<file path="src/design/nnsa_pkg.sv">
// ----------------------------------------------------------------------------
// nnsa_pkg: shared types and constants of the scaler address generator
// Field widths, configuration register set, queue entry and size helper.
// ----------------------------------------------------------------------------
package nnsa_pkg;

  localparam int ACC_W      = 32;
  localparam int ADDR_W     = 24;
  localparam int STEP_W     = 24;
  localparam int SIZE_W     = 13;
  localparam int POS_W      = 12;
  localparam int STRIDE_W   = 14;
  localparam int START_W    = 12;
  localparam int CFG_DATA_W = 24;
  localparam int CFG_IDX_W  = 3;

  localparam int FRAC_BITS_DEF   = 16;
  localparam int QUEUE_DEPTH_DEF = 2;

  localparam logic [ADDR_W-1:0] ADDR_MAX   = '1;
  localparam logic [STEP_W-1:0] STEP_RESET = STEP_W'(65536);
  localparam logic [SIZE_W-1:0] SIZE_MAX   = SIZE_W'(4096);

  typedef enum logic [CFG_IDX_W-1:0] {
    CFG_STEP_X      = 3'd0,
    CFG_STEP_Y      = 3'd1,
    CFG_OUT_WIDTH   = 3'd2,
    CFG_OUT_HEIGHT  = 3'd3,
    CFG_SRC_STRIDE  = 3'd4,
    CFG_DST_STRIDE  = 3'd5,
    CFG_DST_START_X = 3'd6,
    CFG_DST_START_Y = 3'd7
  } cfg_idx_t;

  typedef struct packed {
    logic [STEP_W-1:0]   step_x;
    logic [STEP_W-1:0]   step_y;
    logic [SIZE_W-1:0]   out_width;
    logic [SIZE_W-1:0]   out_height;
    logic [STRIDE_W-1:0] src_stride;
    logic [STRIDE_W-1:0] dst_stride;
    logic [START_W-1:0]  dst_start_x;
    logic [START_W-1:0]  dst_start_y;
  } cfg_t;

  // One classified pixel: the position it was generated at and its flags.
  typedef struct packed {
    logic [ACC_W-1:0] acc_row;
    logic [ACC_W-1:0] acc_col;
    logic [POS_W-1:0] out_row;
    logic [POS_W-1:0] out_col;
    logic             row_end;
    logic             frame_end;
  } q_entry_t;

  // Index of the last position along an axis; zero acts as one and the
  // size is capped at 4096.
  function automatic logic [POS_W-1:0] size_last(input logic [SIZE_W-1:0] v);
    logic [POS_W-1:0] r;
    if (v == '0) begin
      r = '0;
    end else if (v > SIZE_MAX) begin
      r = '1;
    end else begin
      r = POS_W'(v - SIZE_W'(1));
    end
    return r;
  endfunction

endpackage

</file>
<file path="src/design/nnsa_in_if.sv">
// ----------------------------------------------------------------------------
// nnsa_in_if: input channel of the scaler address generator
// Valid/ready channel carrying the restart flag of one pixel.
// ----------------------------------------------------------------------------
interface nnsa_in_if;
  logic valid;
  logic ready;
  logic restart;

  modport source (output valid, output restart, input ready);
  modport sink (input valid, input restart, output ready);
endinterface

</file>
<file path="src/design/nnsa_out_if.sv">
// ----------------------------------------------------------------------------
// nnsa_out_if: result channel of the scaler address generator
// Valid/ready channel carrying both byte offsets and the run flags.
// ----------------------------------------------------------------------------
interface nnsa_out_if;
  logic                          valid;
  logic                          ready;
  logic [nnsa_pkg::ADDR_W-1:0]   src_offset;
  logic [nnsa_pkg::ADDR_W-1:0]   dst_offset;
  logic                          row_end;
  logic                          frame_end;

  modport source (output valid, output src_offset, output dst_offset,
                  output row_end, output frame_end, input ready);
  modport sink (input valid, input src_offset, input dst_offset,
                input row_end, input frame_end, output ready);
endinterface

</file>
<file path="src/design/nnsa_cfg_if.sv">
// ----------------------------------------------------------------------------
// nnsa_cfg_if: configuration write channel
// Valid/ready channel carrying a register index and its write data.
// ----------------------------------------------------------------------------
interface nnsa_cfg_if;
  logic                             valid;
  logic                             ready;
  nnsa_pkg::cfg_idx_t               index;
  logic [nnsa_pkg::CFG_DATA_W-1:0]  data;

  modport source (output valid, output index, output data, input ready);
  modport sink (input valid, input index, input data, output ready);
endinterface

</file>
<file path="src/design/nnsa_front.sv">
// ----------------------------------------------------------------------------
// nnsa_front: position tracker
// Holds the accumulators and counters, classifies each pixel and steps on.
// ----------------------------------------------------------------------------
module nnsa_front (
  input  logic               clk,
  input  logic               rst_n,
  input  nnsa_pkg::cfg_t     cfg,
  nnsa_in_if.sink            in_ch,
  output logic               push_valid,
  input  logic               push_ready,
  output nnsa_pkg::q_entry_t push_entry
);

  localparam int ACC_W = nnsa_pkg::ACC_W;
  localparam int POS_W = nnsa_pkg::POS_W;

  logic [ACC_W-1:0] acc_col_r, acc_col_nxt;
  logic [ACC_W-1:0] acc_row_r, acc_row_nxt;
  logic [POS_W-1:0] out_col_r, out_col_nxt;
  logic [POS_W-1:0] out_row_r, out_row_nxt;

  logic [ACC_W-1:0] cur_acc_col, cur_acc_row;
  logic [POS_W-1:0] cur_out_col, cur_out_row;
  logic [POS_W-1:0] col_last, row_last;
  logic             last_col, last_row;
  logic [ACC_W:0]   col_sum, row_sum;
  logic             accept;

  assign in_ch.ready = push_ready;
  assign push_valid  = in_ch.valid;
  assign accept      = in_ch.valid && push_ready;

  // A restart clears the position before this pixel is classified.
  assign cur_acc_col = in_ch.restart ? '0 : acc_col_r;
  assign cur_acc_row = in_ch.restart ? '0 : acc_row_r;
  assign cur_out_col = in_ch.restart ? '0 : out_col_r;
  assign cur_out_row = in_ch.restart ? '0 : out_row_r;

  assign col_last = nnsa_pkg::size_last(cfg.out_width);
  assign row_last = nnsa_pkg::size_last(cfg.out_height);
  assign last_col = cur_out_col >= col_last;
  assign last_row = cur_out_row >= row_last;

  assign col_sum = {1'b0, cur_acc_col} + (ACC_W+1)'(cfg.step_x);
  assign row_sum = {1'b0, cur_acc_row} + (ACC_W+1)'(cfg.step_y);

  always_comb begin
    push_entry.acc_row   = cur_acc_row;
    push_entry.acc_col   = cur_acc_col;
    push_entry.out_row   = cur_out_row;
    push_entry.out_col   = cur_out_col;
    push_entry.row_end   = last_col;
    push_entry.frame_end = last_col && last_row;
  end

  always_comb begin
    acc_col_nxt = acc_col_r;
    acc_row_nxt = acc_row_r;
    out_col_nxt = out_col_r;
    out_row_nxt = out_row_r;
    if (accept) begin
      if (!last_col) begin
        acc_col_nxt = col_sum[ACC_W] ? '1 : col_sum[ACC_W-1:0];
        acc_row_nxt = cur_acc_row;
        out_col_nxt = cur_out_col + POS_W'(1);
        out_row_nxt = cur_out_row;
      end else if (!last_row) begin
        acc_col_nxt = '0;
        out_col_nxt = '0;
        acc_row_nxt = row_sum[ACC_W] ? '1 : row_sum[ACC_W-1:0];
        out_row_nxt = cur_out_row + POS_W'(1);
      end else begin
        acc_col_nxt = '0;
        acc_row_nxt = '0;
        out_col_nxt = '0;
        out_row_nxt = '0;
      end
    end
  end

  always_ff @(posedge clk) begin
    if (!rst_n) begin
      acc_col_r <= '0;
      acc_row_r <= '0;
      out_col_r <= '0;
      out_row_r <= '0;
    end else begin
      acc_col_r <= acc_col_nxt;
      acc_row_r <= acc_row_nxt;
      out_col_r <= out_col_nxt;
      out_row_r <= out_row_nxt;
    end
  end

endmodule

</file>
<file path="src/design/nnsa_fifo.sv">
// ----------------------------------------------------------------------------
// nnsa_fifo: short queue between position tracker and address stage
// Register-based FIFO of classified pixels.
// ----------------------------------------------------------------------------
module nnsa_fifo #(
  parameter int DEPTH = nnsa_pkg::QUEUE_DEPTH_DEF
) (
  input  logic               clk,
  input  logic               rst_n,
  input  logic               push_valid,
  output logic               push_ready,
  input  nnsa_pkg::q_entry_t push_entry,
  output logic               pop_valid,
  input  logic               pop_ready,
  output nnsa_pkg::q_entry_t pop_entry
);

  localparam int PTR_W = (DEPTH > 1) ? $clog2(DEPTH) : 1;
  localparam int CNT_W = $clog2(DEPTH + 1);

  nnsa_pkg::q_entry_t mem_r [DEPTH];
  logic [PTR_W-1:0]   wr_ptr_r, wr_ptr_nxt;
  logic [PTR_W-1:0]   rd_ptr_r, rd_ptr_nxt;
  logic [CNT_W-1:0]   count_r, count_nxt;
  logic               do_push, do_pop;

  assign push_ready = count_r != CNT_W'(DEPTH);
  assign pop_valid  = count_r != '0;
  assign pop_entry  = mem_r[rd_ptr_r];
  assign do_push    = push_valid && push_ready;
  assign do_pop     = pop_valid && pop_ready;

  always_comb begin
    wr_ptr_nxt = wr_ptr_r;
    rd_ptr_nxt = rd_ptr_r;
    count_nxt  = count_r;
    if (do_push) begin
      wr_ptr_nxt = (wr_ptr_r == PTR_W'(DEPTH - 1)) ? '0 : wr_ptr_r + PTR_W'(1);
    end
    if (do_pop) begin
      rd_ptr_nxt = (rd_ptr_r == PTR_W'(DEPTH - 1)) ? '0 : rd_ptr_r + PTR_W'(1);
    end
    if (do_push && !do_pop) begin
      count_nxt = count_r + CNT_W'(1);
    end else if (do_pop && !do_push) begin
      count_nxt = count_r - CNT_W'(1);
    end
  end

  always_ff @(posedge clk) begin
    if (!rst_n) begin
      wr_ptr_r <= '0;
      rd_ptr_r <= '0;
      count_r  <= '0;
    end else begin
      wr_ptr_r <= wr_ptr_nxt;
      rd_ptr_r <= rd_ptr_nxt;
      count_r  <= count_nxt;
    end
  end

  always_ff @(posedge clk) begin
    if (do_push) begin
      mem_r[wr_ptr_r] <= push_entry;
    end
  end

  assert property (@(posedge clk) disable iff (!rst_n) count_r <= CNT_W'(DEPTH))
    else $error("queue occupancy beyond its depth");

  assert property (@(posedge clk) disable iff (!rst_n)
                   (do_push && !do_pop) |=> count_r == $past(count_r) + CNT_W'(1))
    else $error("queue occupancy did not follow a lone push");

  assert property (@(posedge clk) disable iff (!rst_n)
                   (count_r == '0) |-> (wr_ptr_r == rd_ptr_r))
    else $error("queue pointers differ while empty");

endmodule

</file>
<file path="src/design/nnsa_back.sv">
// ----------------------------------------------------------------------------
// nnsa_back: address stage
// Multiplies row indices by the strides, then adds columns and saturates.
// ----------------------------------------------------------------------------
module nnsa_back #(
  parameter int FRAC_BITS = nnsa_pkg::FRAC_BITS_DEF
) (
  input  logic               clk,
  input  logic               rst_n,
  input  nnsa_pkg::cfg_t     cfg,
  input  logic               pop_valid,
  output logic               pop_ready,
  input  nnsa_pkg::q_entry_t pop_entry,
  nnsa_out_if.source         out_ch
);

  localparam int ACC_W    = nnsa_pkg::ACC_W;
  localparam int ADDR_W   = nnsa_pkg::ADDR_W;
  localparam int POS_W    = nnsa_pkg::POS_W;
  localparam int STRIDE_W = nnsa_pkg::STRIDE_W;
  localparam int SRW      = ACC_W - FRAC_BITS;     // source index width
  localparam int SPW      = SRW + STRIDE_W;        // source row product width
  localparam int SSW      = SPW + 1;               // source sum width
  localparam int DRW      = POS_W + 1;             // destination row width
  localparam int DPW      = DRW + STRIDE_W;        // destination product width
  localparam int DSW      = DPW + 1;               // destination sum width

  // Product stage
  logic             s1_v_r, s1_v_nxt;
  logic [SPW-1:0]   s1_src_prod_r;
  logic [SRW-1:0]   s1_src_col_r;
  logic [DPW-1:0]   s1_dst_prod_r;
  logic [DRW-1:0]   s1_dst_col_r;
  logic             s1_row_end_r;
  logic             s1_frame_end_r;

  // Output stage
  logic              out_v_r, out_v_nxt;
  logic [ADDR_W-1:0] src_off_r;
  logic [ADDR_W-1:0] dst_off_r;
  logic              row_end_r;
  logic              frame_end_r;

  logic              s1_ready, out_adv;
  logic [SRW-1:0]    src_row;
  logic [DRW-1:0]    dst_row;
  logic [SSW-1:0]    src_sum;
  logic [DSW-1:0]    dst_sum;

  assign out_adv   = !out_v_r || out_ch.ready;
  assign s1_ready  = !s1_v_r || out_adv;
  assign pop_ready = s1_ready;

  assign src_row = pop_entry.acc_row[ACC_W-1:FRAC_BITS];
  assign dst_row = DRW'(pop_entry.out_row) + DRW'(cfg.dst_start_y);

  assign src_sum = SSW'(s1_src_prod_r) + SSW'(s1_src_col_r);
  assign dst_sum = DSW'(s1_dst_prod_r) + DSW'(s1_dst_col_r);

  assign s1_v_nxt  = s1_ready ? pop_valid : s1_v_r;
  assign out_v_nxt = out_adv ? s1_v_r : out_v_r;

  always_ff @(posedge clk) begin
    if (!rst_n) begin
      s1_v_r  <= 1'b0;
      out_v_r <= 1'b0;
    end else begin
      s1_v_r  <= s1_v_nxt;
      out_v_r <= out_v_nxt;
    end
  end

  always_ff @(posedge clk) begin
    if (s1_ready && pop_valid) begin
      s1_src_prod_r  <= SPW'(src_row) * SPW'(cfg.src_stride);
      s1_src_col_r   <= pop_entry.acc_col[ACC_W-1:FRAC_BITS];
      s1_dst_prod_r  <= DPW'(dst_row) * DPW'(cfg.dst_stride);
      s1_dst_col_r   <= DRW'(cfg.dst_start_x) + DRW'(pop_entry.out_col);
      s1_row_end_r   <= pop_entry.row_end;
      s1_frame_end_r <= pop_entry.frame_end;
    end
  end

  always_ff @(posedge clk) begin
    if (out_adv && s1_v_r) begin
      src_off_r   <= (src_sum > SSW'(nnsa_pkg::ADDR_MAX)) ? nnsa_pkg::ADDR_MAX
                                                          : ADDR_W'(src_sum);
      dst_off_r   <= (dst_sum > DSW'(nnsa_pkg::ADDR_MAX)) ? nnsa_pkg::ADDR_MAX
                                                          : ADDR_W'(dst_sum);
      row_end_r   <= s1_row_end_r;
      frame_end_r <= s1_frame_end_r;
    end
  end

  assign out_ch.valid      = out_v_r;
  assign out_ch.src_offset = src_off_r;
  assign out_ch.dst_offset = dst_off_r;
  assign out_ch.row_end    = row_end_r;
  assign out_ch.frame_end  = frame_end_r;

  assert property (@(posedge clk) disable iff (!rst_n)
                   (out_v_r && frame_end_r) |-> row_end_r)
    else $error("frame end flagged on a pixel that does not end its row");

endmodule

</file>
<file path="src/design/nearest_neighbor_scaler_addresses_core.sv">
// ----------------------------------------------------------------------------
// nearest_neighbor_scaler_addresses_core: nearest-neighbour address generator
// Configuration registers, position tracker, queue and address stage.
// ----------------------------------------------------------------------------
// The block takes one pixel request per clock while the queue has room and
// returns, in raster order, the source and destination byte offsets of that
// pixel with row-end and frame-end flags. Throughput is one transfer per clock
// in both directions when the receiver does not hold off; it is set by the
// accumulator update in the position tracker. An accepted request is written
// into the queue, the product stage then registers the stride products and the
// output stage adds the columns and saturates; a stall at the output can hold
// a result in the queue or either stage. Configuration writes complete in the
// cycle they are presented and should only be made while no pixel is in flight.
// The source column and row are the integer parts of the horizontal and
// vertical accumulators, whose fraction width is FRAC_BITS.
module nearest_neighbor_scaler_addresses_core #(
  parameter int FRAC_BITS   = nnsa_pkg::FRAC_BITS_DEF,
  parameter int QUEUE_DEPTH = nnsa_pkg::QUEUE_DEPTH_DEF
) (
  input  logic        clk,
  input  logic        rst_n,
  nnsa_in_if.sink     in_ch,
  nnsa_out_if.source  out_ch,
  nnsa_cfg_if.sink    cfg_ch
);

  nnsa_pkg::cfg_t     cfg_r, cfg_nxt;
  logic               push_valid, push_ready;
  nnsa_pkg::q_entry_t push_entry;
  logic               pop_valid, pop_ready;
  nnsa_pkg::q_entry_t pop_entry;

  assign cfg_ch.ready = 1'b1;

  always_comb begin
    cfg_nxt = cfg_r;
    if (cfg_ch.valid) begin
      case (cfg_ch.index)
        nnsa_pkg::CFG_STEP_X:      cfg_nxt.step_x      = cfg_ch.data;
        nnsa_pkg::CFG_STEP_Y:      cfg_nxt.step_y      = cfg_ch.data;
        nnsa_pkg::CFG_OUT_WIDTH:   cfg_nxt.out_width   = cfg_ch.data[nnsa_pkg::SIZE_W-1:0];
        nnsa_pkg::CFG_OUT_HEIGHT:  cfg_nxt.out_height  = cfg_ch.data[nnsa_pkg::SIZE_W-1:0];
        nnsa_pkg::CFG_SRC_STRIDE:  cfg_nxt.src_stride  = cfg_ch.data[nnsa_pkg::STRIDE_W-1:0];
        nnsa_pkg::CFG_DST_STRIDE:  cfg_nxt.dst_stride  = cfg_ch.data[nnsa_pkg::STRIDE_W-1:0];
        nnsa_pkg::CFG_DST_START_X: cfg_nxt.dst_start_x = cfg_ch.data[nnsa_pkg::START_W-1:0];
        nnsa_pkg::CFG_DST_START_Y: cfg_nxt.dst_start_y = cfg_ch.data[nnsa_pkg::START_W-1:0];
        default: cfg_nxt = cfg_r;
      endcase
    end
  end

  always_ff @(posedge clk) begin
    if (!rst_n) begin
      cfg_r.step_x      <= nnsa_pkg::STEP_RESET;
      cfg_r.step_y      <= nnsa_pkg::STEP_RESET;
      cfg_r.out_width   <= nnsa_pkg::SIZE_W'(1);
      cfg_r.out_height  <= nnsa_pkg::SIZE_W'(1);
      cfg_r.src_stride  <= nnsa_pkg::STRIDE_W'(1);
      cfg_r.dst_stride  <= nnsa_pkg::STRIDE_W'(1);
      cfg_r.dst_start_x <= '0;
      cfg_r.dst_start_y <= '0;
    end else begin
      cfg_r <= cfg_nxt;
    end
  end

  nnsa_front u_front (
    .clk        (clk),
    .rst_n      (rst_n),
    .cfg        (cfg_r),
    .in_ch      (in_ch),
    .push_valid (push_valid),
    .push_ready (push_ready),
    .push_entry (push_entry)
  );

  nnsa_fifo #(
    .DEPTH (QUEUE_DEPTH)
  ) u_fifo (
    .clk        (clk),
    .rst_n      (rst_n),
    .push_valid (push_valid),
    .push_ready (push_ready),
    .push_entry (push_entry),
    .pop_valid  (pop_valid),
    .pop_ready  (pop_ready),
    .pop_entry  (pop_entry)
  );

  nnsa_back #(
    .FRAC_BITS (FRAC_BITS)
  ) u_back (
    .clk       (clk),
    .rst_n     (rst_n),
    .cfg       (cfg_r),
    .pop_valid (pop_valid),
    .pop_ready (pop_ready),
    .pop_entry (pop_entry),
    .out_ch    (out_ch)
  );

endmodule

</file>
<file path="src/flat_wrapper.sv">
// flat-port wrapper written by rule: the top's interface ports become plain ports
module nearest_neighbor_scaler_addresses_core_flat 
#(
  parameter int FRAC_BITS   = nnsa_pkg::FRAC_BITS_DEF,
  parameter int QUEUE_DEPTH = nnsa_pkg::QUEUE_DEPTH_DEF
)
  (clk, rst_n, in_ch_valid, in_ch_restart, in_ch_ready, out_ch_valid, out_ch_src_offset, out_ch_dst_offset, out_ch_row_end, out_ch_frame_end, out_ch_ready, cfg_ch_valid, cfg_ch_index, cfg_ch_data, cfg_ch_ready);
  nnsa_in_if in_ch_i ();
  nnsa_out_if out_ch_i ();
  nnsa_cfg_if cfg_ch_i ();
  input  logic clk;
  input  logic rst_n;
  input wire logic [$bits(in_ch_i.valid)-1:0] in_ch_valid;
  input wire logic [$bits(in_ch_i.restart)-1:0] in_ch_restart;
  output wire logic [$bits(in_ch_i.ready)-1:0] in_ch_ready;
  output wire logic [$bits(out_ch_i.valid)-1:0] out_ch_valid;
  output wire logic [$bits(out_ch_i.src_offset)-1:0] out_ch_src_offset;
  output wire logic [$bits(out_ch_i.dst_offset)-1:0] out_ch_dst_offset;
  output wire logic [$bits(out_ch_i.row_end)-1:0] out_ch_row_end;
  output wire logic [$bits(out_ch_i.frame_end)-1:0] out_ch_frame_end;
  input wire logic [$bits(out_ch_i.ready)-1:0] out_ch_ready;
  input wire logic [$bits(cfg_ch_i.valid)-1:0] cfg_ch_valid;
  input wire logic [$bits(cfg_ch_i.index)-1:0] cfg_ch_index;
  input wire logic [$bits(cfg_ch_i.data)-1:0] cfg_ch_data;
  output wire logic [$bits(cfg_ch_i.ready)-1:0] cfg_ch_ready;
  assign in_ch_i.valid = in_ch_valid;
  assign in_ch_i.restart = in_ch_restart;
  assign in_ch_ready = in_ch_i.ready;
  assign out_ch_valid = out_ch_i.valid;
  assign out_ch_src_offset = out_ch_i.src_offset;
  assign out_ch_dst_offset = out_ch_i.dst_offset;
  assign out_ch_row_end = out_ch_i.row_end;
  assign out_ch_frame_end = out_ch_i.frame_end;
  assign out_ch_i.ready = out_ch_ready;
  assign cfg_ch_i.valid = cfg_ch_valid;
  assign cfg_ch_i.index = cfg_ch_index;
  assign cfg_ch_i.data = cfg_ch_data;
  assign cfg_ch_ready = cfg_ch_i.ready;
  nearest_neighbor_scaler_addresses_core #(.FRAC_BITS(FRAC_BITS), .QUEUE_DEPTH(QUEUE_DEPTH)) u_core (.clk(clk), .rst_n(rst_n), .in_ch(in_ch_i), .out_ch(out_ch_i), .cfg_ch(cfg_ch_i));
endmodule
</file>
<file path="config.mk">
export PLATFORM = sky130hd
export DESIGN_NAME = nearest_neighbor_scaler_addresses_core_flat
export DESIGN_NICKNAME = d
export VERILOG_FILES = /design/src/design/nnsa_pkg.sv /design/src/design/nnsa_in_if.sv /design/src/design/nnsa_out_if.sv /design/src/design/nnsa_cfg_if.sv /design/src/design/nnsa_front.sv /design/src/design/nnsa_fifo.sv /design/src/design/nnsa_back.sv /design/src/design/nearest_neighbor_scaler_addresses_core.sv /design/src/flat_wrapper.sv
export SDC_FILE = /design/constraint.sdc
export NUM_CORES = 2
export LEC_CHECK = 0
export CORE_MARGIN = 2
export CORE_UTILIZATION = 40
export DETAILED_ROUTE_END_ITERATION = 8
export DONT_BUFFER_PORTS = 1
export HOLD_SLACK_MARGIN = 0.02
export RECOVER_POWER = 100
export SLEW_MARGIN = 20
export SYNTH_ARGS = -nofsm -noshare
export SYNTH_HDL_FRONTEND = slang
export SYNTH_SLANG_ARGS = --single-unit
</file>
<file path="constraint.sdc">
create_clock -name clk -period 8.8 [get_ports clk]
set_input_delay 1.32 -clock clk [delete_from_list [all_inputs] [get_ports clk]]
set_output_delay 1.32 -clock clk [all_outputs]
set_load 0.05 [all_outputs]
</file>
==> impl_metrics.json <==
{
  "gp_congestion": 0.8469,
  "cpMostUsedCell": "sky130_fd_sc_hd__fa_1",
  "worst_setup_path_start_kind": "flop",
  "hold_viol": 0,
  "cts-buffers-inserted": 56,
  "cts_tree": "done",
  "cts_sinks": 475,
  "synth_cell_type_count": 82,
  "root_buffer": "sky130_fd_sc_hd__clkbuf_16",
  "seq_area_frac_synth": 0.3278,
  "highest_fanout_seen_on_the_critical_path": 45,
  "drc_errors": 0,
  "vias": 26140,
  "ff2ff_path_depth": 23,
  "worstHoldStart": "u_core.u_front.acc_row_r[16]",
  "vdd_ir_drop_max_mv": 0.3245,
  "via_count_of_the_first_global_routing_pass": 25880,
  "rows": 111,
  "grt_overflow_total": 0,
  "path_class": "flop to flop",
  "power.clock.fraction": 0.283,
  "synthesis.yosys.warnings": 0,
  "layoutNonFillerInstCount": 5075,
  "post_synth_main_area_contributors": "sky130_fd_sc_hd__edfxtp_1 (21%), sky130_fd_sc_hd__fa_1 (17%), sky130_fd_sc_hd__dfxtp_1 (12%)",
  "crit_path_end_kind": "flop",
  "syn_to_final_growth_pct": 7.900,
  "p_switching_mw": 3.092,
  "firstDrtPassIters": 5,
  "syn-cell-area_um2": 36760,
  "fin_crit_ns": 8.037,
  "portBuffers": 0,
  "worstReg2RegEnd": "u_core.u_back.s1_src_prod_r[29]",
  "slowest_stage_cell_on_the_critical_path": "sky130_fd_sc_hd__clkbuf_1",
  "coreArea_um2": 91390,
  "postSynthRegisterBits": 475,
  "worst_path_largest_cell_delay_ns": 0.70,
  "i_o_pin_count": 86,
  "final_layout_size_suffix_gt1_frac": 0.04628,
  "routed_wire_length_per_instance_um": 17.98,
  "sw_frac_of_total": 0.3714,
  "timing_worst_slew_pin_value_ns": 4.197,
  "run_status": "complete, but fails checks",
  "cp_data_arrival_time_ns": 8.43,
  "dr.first_iter.drc_count": 1866,
  "power_per_cell_area_nw_per_um2": 209.8,
  "net_count_after_synthesis": 4549,
  "antenna_cells_inserted": 0,
  "cts.path.max_buffers": 3,
  "multiInputGateArea_um2": 22600,
  "sum_of_routed_wire_length_over_all_layers_mm": 91.26,
  "die_area_um2": 94340,
  "achievable-frequency_mhz": 124.4,
  "reg_power_frac": 0.384,
  "layout.core_utilization": 0.4340,
  "timing.max_slew.rel_slack": -1.798,
  "synth_top_cell_by_area": "sky130_fd_sc_hd__edfxtp_1",
  "via_per_inst": 5.151,
  "setup_viol": 0,
  "synth_top_area_share": 0.2075,
  "setup.worst_path.end": "u_core.u_back.s1_src_prod_r[29]",
  "p_int_mw": 5.231,
  "worst_hold_path_class": "flop to flop",
  "synth_most_common_cell": "sky130_fd_sc_hd__nand2_1",
  "num-nets-final": 4473,
  "asyncSetResetFlopFracSynth": 0,
  "list_of_most_frequent_post_synthesis_cells": "sky130_fd_sc_hd__nand2_1 (678), sky130_fd_sc_hd__inv_1 (394), sky130_fd_sc_hd__fa_1 (303)",
  "globalRouteTotalUtil": 0.1949,
  "die_width_um": 307.2,
  "antenna_found_initial": 2,
  "dp_cells": 4968,
  "cp_cell_sequence": "buf_4 -> mux2i_1 -> clkbuf_1 -> nand2b_1 -> fa_1 -> fa_1 -> inv_1 -> fa_1 -> inv_1 -> fa_1 -> inv_1 -> fa_1 -> fa_1 -> ha_1 -> a21oi_1 -> o21ai_0 -> a311oi_1 -> a21oi_1 -> o31ai_1 -> a311oi_1 -> o21a_1 -> nor2_1 -> xnor2_1",
  "fin_total_pwr_mw": 8.323,
  "place.detailed.hpwl_mm": 66.13,
  "nFillCells": 8875,
  "antenna_violating_nets_post_route": 0,
  "die_h_um": 307.2,
  "worst_ep_required_time_ns": 9.19,
  "post_cts_hold_buffer_count": 0,
  "initial_utilization": 0.4023,
  "fin_skew_ns": 0.06663,
  "post_route_clock_period_utilization": 0.9132,
  "comb_power_share": 0.334,
  "grt_max_degree": 102,
  "synth-edff-count": 254,
  "syn-mean-instance-area_um2": 9.385,
  "cts.htree.levels": 2,
  "postSynthCellCount": 3917,
  "failed_checks": "capacitance limit, slew limit",
  "grt_first_pass_wirelength_mm": 145.8,
  "register_area_um2": 12050,
  "clock_input_transition_at_the_sequential_cells_of_the_worst_setup_and_hold_paths_ns": 0.06,
  "p_leak_nw": 17.16,
  "synth_top_flop_cell": "sky130_fd_sc_hd__edfxtp_1",
  "drv_cap": 9,
  "timing.reg2reg.setup_slack_ns": 0.76,
  "count_of_pins_over_their_slew_limit": 472,
  "final.setup.tns_ns": 0,
  "clk-insertion-delay-late_ns": 0.67,
  "unrepaired_setup_endpoints_after_global_routing": "no"
}
-- per-stage QoR --
step	worst slack (ns)	hold WS, ns	area (um^2)
floorplan	0.7061	0.4003	36760
global placement	0.8341	0.4157	37850
finish	0.7635	0.4303	39660
detailed placement	0.7395	0.4205	37850
CTS	0.6392	0.4315	39720
global route	0.02543	0.4477	39660
-- layout by cell type, fill, tap and decap left out, types with 13 or more instances in the layout --
cell type / count
sky130_fd_sc_hd__a211oi_1: 15
sky130_fd_sc_hd__a21o_1: 72
sky130_fd_sc_hd__a21oi_1: 296
sky130_fd_sc_hd__a31oi_1: 14
sky130_fd_sc_hd__and2_1: 166
sky130_fd_sc_hd__and3_1: 30
sky130_fd_sc_hd__buf_4: 15
sky130_fd_sc_hd__clkbuf_1: 22
sky130_fd_sc_hd__clkbuf_16: 57
sky130_fd_sc_hd__dfxtp_1: 220
sky130_fd_sc_hd__edfxtp_1: 254
sky130_fd_sc_hd__fa_1: 303
sky130_fd_sc_hd__ha_1: 296
sky130_fd_sc_hd__inv_1: 392
sky130_fd_sc_hd__mux2_1: 14
sky130_fd_sc_hd__mux2_2: 43
sky130_fd_sc_hd__nand2_1: 678
sky130_fd_sc_hd__nand2b_1: 53
sky130_fd_sc_hd__nand3_1: 47
sky130_fd_sc_hd__nand4_1: 16
sky130_fd_sc_hd__nor2_1: 139
sky130_fd_sc_hd__nor2b_1: 117
sky130_fd_sc_hd__nor3_1: 38
sky130_fd_sc_hd__nor4_1: 13
sky130_fd_sc_hd__o211ai_1: 16
sky130_fd_sc_hd__o21a_1: 29
sky130_fd_sc_hd__o21ai_0: 149
sky130_fd_sc_hd__o21bai_1: 23
sky130_fd_sc_hd__xnor2_1: 95
sky130_fd_sc_hd__xor2_1: 70
-- critical path: cells and delay by family, from the launching register on --
kind	cells	cell delay [ns]
flip-flops	1	0.53
AND/OR/NAND/NOR	2	0.34
AO/OA/AOI/OAI	7	1.69
adder cells (fa/ha/maj)	7	3.32
multiplexers	1	0.26
XOR/XNOR	1	0.07
buffers and inverters	5	1.46
-- worst min path at each step --
| stage | endpoint | slack, ns | cells past startpoint |
|---|---|---|---|
| 2_1_floorplan | u_core.u_back.out_ch.frame_end | 0.40 | 0 |
| 3_3_place_gp | u_core.u_front.acc_row_r[18] | 0.42 | 2 |
| 3_5_place_dp | u_core.u_back.out_ch.row_end | 0.42 | 0 |
| 4_1_cts | u_core.u_back.out_ch.row_end | 0.43 | 0 |
| 5_1_grt | u_core.u_back.out_ch.row_end | 0.45 | 0 |
| 6_report | u_core.u_front.acc_row_r[16] | 0.43 | 2 |
-- state kept, by name, indices dropped and copies added (netlist names), 2 cells and up, named ones only --
| signal | count |
|---|---|
| u_core.u_front.out_col_r | 12 |
| u_core.u_back.out_ch.dst_offset | 24 |
| u_core.u_fifo.count_r | 2 |
| u_core.u_back.s1_src_col_r | 16 |
| u_core.u_back.s1_dst_col_r | 13 |
| u_core.u_front.acc_row_r | 32 |
| u_core.u_fifo.mem_r | 116 |
| u_core.cfg_r | 126 |
| u_core.u_front.out_row_r | 12 |
| u_core.u_back.s1_src_prod_r | 30 |
| u_core.u_front.acc_col_r | 32 |
| u_core.u_back.out_ch.src_offset | 24 |
| u_core.u_back.s1_dst_prod_r | 27 |
-- repair_timing --
action	in CTS	in global routing
endpoints found under the setup margin	0	2
setup buffers	0	0
gates resized for setup	0	2
-- per-layer routing --
layer	up-vias	wire length, um	global-route usage	part of all wire
li1	12920	-	-	-
met1	12490	44140	0.2820	0.48
met2	619	39300	0.3005	0.43
met3	113	5788	0.03797	0.063
met4	0	2034	0.04481	0.022
met5	-	0	0	0
-- logic make-up after synthesis --
kind of cell,share of synthesized area
AOI/OAI and AO/OA,0.1161
xor gates and xnor gates,0.03931
adders and majority gates,0.2660
buffers and inverters,0.05841
DFF,0.3278
muxes,0.01964
other,0.0001020
and+or+nand+nor,0.1725
-- cell type report --
cell class / count / area share
multi-input combinational: 2882 / 0.5697
inverter: 395 / 0.03744
sequential: 475 / 0.3039
clock buffer: 65 / 0.03722
clock inverter: 41 / 0.009968
timing repair buffer: 31 / 0.004353
tap: 1186 / 0.03741
-- power by group through the flow --
stage | sequential (mW) | combinational [mW] | clock (mW)
after floorplan | 3.15 | 2.09 | 0
after global placement | 3.21 | 2.79 | 0
after detailed placement | 3.21 | 2.81 | 0
after CTS | 3.17 | 2.83 | 2.41
after global routing | 3.23 | 3.13 | 2.50
final | 3.19 | 2.78 | 2.35
(Power assumes the default switching activity.)
